### src/pis_ram.sv
// ----------------------------------------------------------------------------
// pis_ram
// Generic single-port RAM with registered read data.
// ----------------------------------------------------------------------------
module pis_ram #(
  parameter int unsigned WIDTH = 8,
  parameter int unsigned DEPTH = 16
) (
  input  logic                     clk,
  input  logic                     we,
  input  logic [$clog2(DEPTH)-1:0] addr,
  input  logic [WIDTH-1:0]         wdata,
  output logic [WIDTH-1:0]         rdata
);
  logic [WIDTH-1:0] mem [DEPTH];

  // write one entry when we is set; read the addressed entry (old data on a write)
  always_ff @(posedge clk) begin
    if (we) begin
      mem[addr] <= wdata;
    end
    rdata <= mem[addr];
  end
endmodule

### config.mk
export PLATFORM = sky130hd
export DESIGN_NAME = pis_ram
export DESIGN_NICKNAME = d
export VERILOG_FILES = /design/src/pis_ram.sv
export SDC_FILE = /design/constraint.sdc
export NUM_CORES = 1
export LEC_CHECK = 0
export BUFFER_PORTS_ARGS = -buffer_cell sky130_fd_sc_hd__buf_2
export CORE_AREA = 4 4 135 137
export DETAILED_ROUTE_END_ITERATION = 12
export DIE_AREA = 0 0 139 141
export GPL_TIMING_DRIVEN = 1
export PLACE_DENSITY = 0.46
export SYNTH_ARGS = -nofsm -noshare
export SYNTH_HDL_FRONTEND = slang
export SYNTH_SLANG_ARGS = --single-unit
export TNS_END_PERCENT = 50
### constraint.sdc
create_clock -name clk -period 5.1 [get_ports clk]
set_input_delay 1.02 -clock clk [delete_from_list [all_inputs] [get_ports clk]]
set_output_delay 1.02 -clock clk [all_outputs]
set_load 0.03 [all_outputs]
Yosys cells after proc, flatten, opt, wreduce, memory -nomap -nowiden
Memories as Yosys holds them, arrays and structs flattened. A register that Yosys moved wholly into a read port is not among the register bits.
Cells that the tools add are included.

word-level totals
  register bits = 0
  bits in writable memories = 128
  input port bits = 14
  output and inout port bits = 8
  word-level logic and storage cells = 3
  memories = 1

memories
  name  words  width  rd ports  clocked after memory_dff  wr ports  line  source
  mem   16     8      1         1                         1         15    logic [WIDTH-1:0] mem [DEPTH];

operators by class
  mux-type cells = 2

operator list
  operator          number
  1-bit 2-to-1 mux  2

Depth between registers and ports, before layout
  word-level depth = 2
  mapped depth = 5
  gate-level depth less buffers = 3

Least setup slack after synthesis
OpenSTA, ideal clock, no wires.

  kind = input to register
  from = in addr[2]
  to = mem mem[0][0], enable pin
  setup time = 383 ps
  arrival = 2130 ps
  data required time = 4717 ps
  setup slack = 2587 ps
  stages = 2
  buffers on the path = 0
  cell sequence = or3b_2 > nor3_1

RTL lines
  what                line  source
  start: declaration  11    input logic [$clog2(DEPTH)-1:0] addr,
  end: declaration    15

No word-level cell before the write port.

Worst setup path in the final report
  from = in addr[1]
  to = mem mem[10][5], enable pin

No word-level cell before the write port.

==> results.toml <==
[floorplan]
chipHeight_um = 141
fp-row-count = 48
start_util_pct = 29.7
core-area_um2 = 17100
die-area_um2 = 19600
ioPinCount = 22
fp.dieW_um = 139

[final_layout]
fill_cells = 1623
drive_gt1_share_pct = 31.5
mostFrequentLayoutCell = "edfxtp_1"
finalNetCount = 277
antenna_cells = 0
most-common-layout-cells = "edfxtp_1 (128), mux4_2 (32), buf_2 (21)"
syn_to_final_growth_pct = 19.0
utilization_pct = 35.3

[clock_network]
cts_sinks = 136
cts_max_level = 4
numCtsBuffers = 17
cts_tree = "built"
post-cts-setup-buffer-count = 0
clock_latency_ns = 0.42
cts.repair.resized = 0
cts_buffer_depth = 2
cts_root_buffer = "clkbuf_16"
hold_buffers = 0
clk_pin_slew_ns = 0.05

[sta]
hold_viol_final = 0
finalCritPeriodShare_pct = 54.7
fin_crit_ns = 2.79
clock-skew-final_ns = 0.00887
setup_viol = 0
tightestPinTransition_ns = 1.05
drv_slew = 0
grt_setup_unrepaired = "false"
fmax_ghz = 0.358
tns_ns = 0
relSlewSlack_pct = 29.8

[critical_path]
crit_slowest_cell = "nor2_1"
critPathBufInv = 1
cp.arrival_ns = 2.82
cp-startpoint = "addr[1]"
crit_family = "simple AND/OR/NAND/NOR gates"
reg2reg_from = "mem[2][6]$_DFFE_PP_"
critical_path_class = "input pin to register"
critPathCaptureType = "register"
cp-start-kind = "input pin"
max_stage_delay_ns = 0.80
crit_required_ns = 5.13
critical_path.max_fanout = 39
crit_chain = "buf_2, nand2b_1, nor2_1"

[grt]
grt_pass1_wl_um = 16200
globalRouteOverflowTotal = 0
antenna_found_initial = 0
track_usage_pct = 11.7
grt_start_max_net_pins = 40
grt_pass1_vias = 2525

[power_and_ir_drop]
power_density_nw_per_um2 = 433
leakage_uw = 0.00193
peakVddDrop_v = 0.000211

[worst_hold_path]
hold_start = "mem[14][1]$_DFFE_PP_"
hp-class = "register to register"

[run]
maxCapViolCount = 0

[synthesis]
avgSynthCellArea_um2 = 22.0
synth_top_area_share_pct = 75.9
syn-num-nets = 244
synth_cell_types = 18
netlist_top_cells_area = "edfxtp_1 (76%), mux4_2 (14%), dfxtp_1 (3.2%)"
ys_ff_latch = 136
yosys_warnings = 0
yosysSeqAreaShare_pct = 79.0
synthesis.area_um2 = 5070
post-synth-top-area-cell = "edfxtp_1"
syn-instance-count = 230

[status]
status = "completed"

[drt]
ant_nets = 0
viasPerCell = 4.60
firstDrtPassIters = 4
avgRoutedWirePerCell_um = 21.1
drc_errors = 0
first_iter_violations = 277
wirelength_um = 10600
num_vias = 2305

[placement]
io_buffers = 21
dpl.hpwl_um = 6650
gp_congestion = 0.692
==> state kept, by name (all words and copies together) (netlist names) <==
name,flops
mem,128
rdata,8
==> final timing paths <==
path	end	slack (ns)	cells after the start
max	mem[10][5]$_DFFE_PP_	2.31	3
min	rdata[1]$_DFF_P_	0.66	3
max reg2reg	rdata[6]$_DFF_P_	3.72	3
min reg2reg	rdata[1]$_DFF_P_	0.66	3
==> worst reg2reg max path, delay by kind of cell, from the launching register on <==
family / cells / cell delay (ns)
multiplexers: 1 / 0.46
flip-flops: 1 / 0.36
AO/OA/AOI/OAI: 1 / 0.34
AND/OR/NAND/NOR: 1 / 0.10
==> final cells by class <==
class | count | area [µm²] | area share (%)
clock buffers | 22 | 474 | 7.87
repair buffers | 25 | 135 | 2.24
flip-flops and latches | 136 | 4000 | 66.4
clock inverters | 10 | 125 | 2.08
multi-input cells | 83 | 1010 | 16.7
well taps | 225 | 282 | 4.67
==> kinds of logic (layout without fill, tap and decap cells) <==
kind of cell	Yosys count	count (layout)	share of synthesized area [%]
buffers and inverters	11	57	1.19
AND/OR/NAND/NOR	35	35	3.21
AO/OA/AOI/OAI	16	16	2.37
flip-flops	136	136	79.0
multiplexers	32	32	14.2
==> where the power goes <==
part           internal (µW)  switching, µW
combinational           45.5           80.3
clock                    800            429
sequential              1250           6.82
total                   2100            516
==> routing by layer <==
metal / part of all wire, % / GRT usage [%]
met5: 0 / 0
met4: 2.1 / 5.61
met3: 3.5 / 3.60
met2: 49 / 18.0
met1: 45 / 15.1
==> synth_stat cells, drive strengths merged <==
master	number
a22oi	16
edfxtp	128
nand2b	2
buf	8
and2	1
dfxtp	8
nand3	1
nor3	4
clkbuf	3
nand3b	2
mux4	32
or3b	1
nor2b	2
nor2	13
nand2	9
==> metrics by stage <==
stage | total power, µW | cells | cell area, µm² | hold WS, ns | setup WS (ns)
after floorplan | 1360 | 230 | 5070 | 0.635 | 2.59
after global placement | 1410 | 469 | 5430 | 0.652 | 1.87
after detailed placement | 1410 | 469 | 5430 | 0.655 | 1.83
after CTS | 2640 | 501 | 6030 | 0.668 | 2.28
after global routing | 2710 | 501 | 6030 | 0.691 | 2.19
final | 2610 | 501 | 6030 | 0.665 | 2.31
Power figures use the tool's default switching activity.
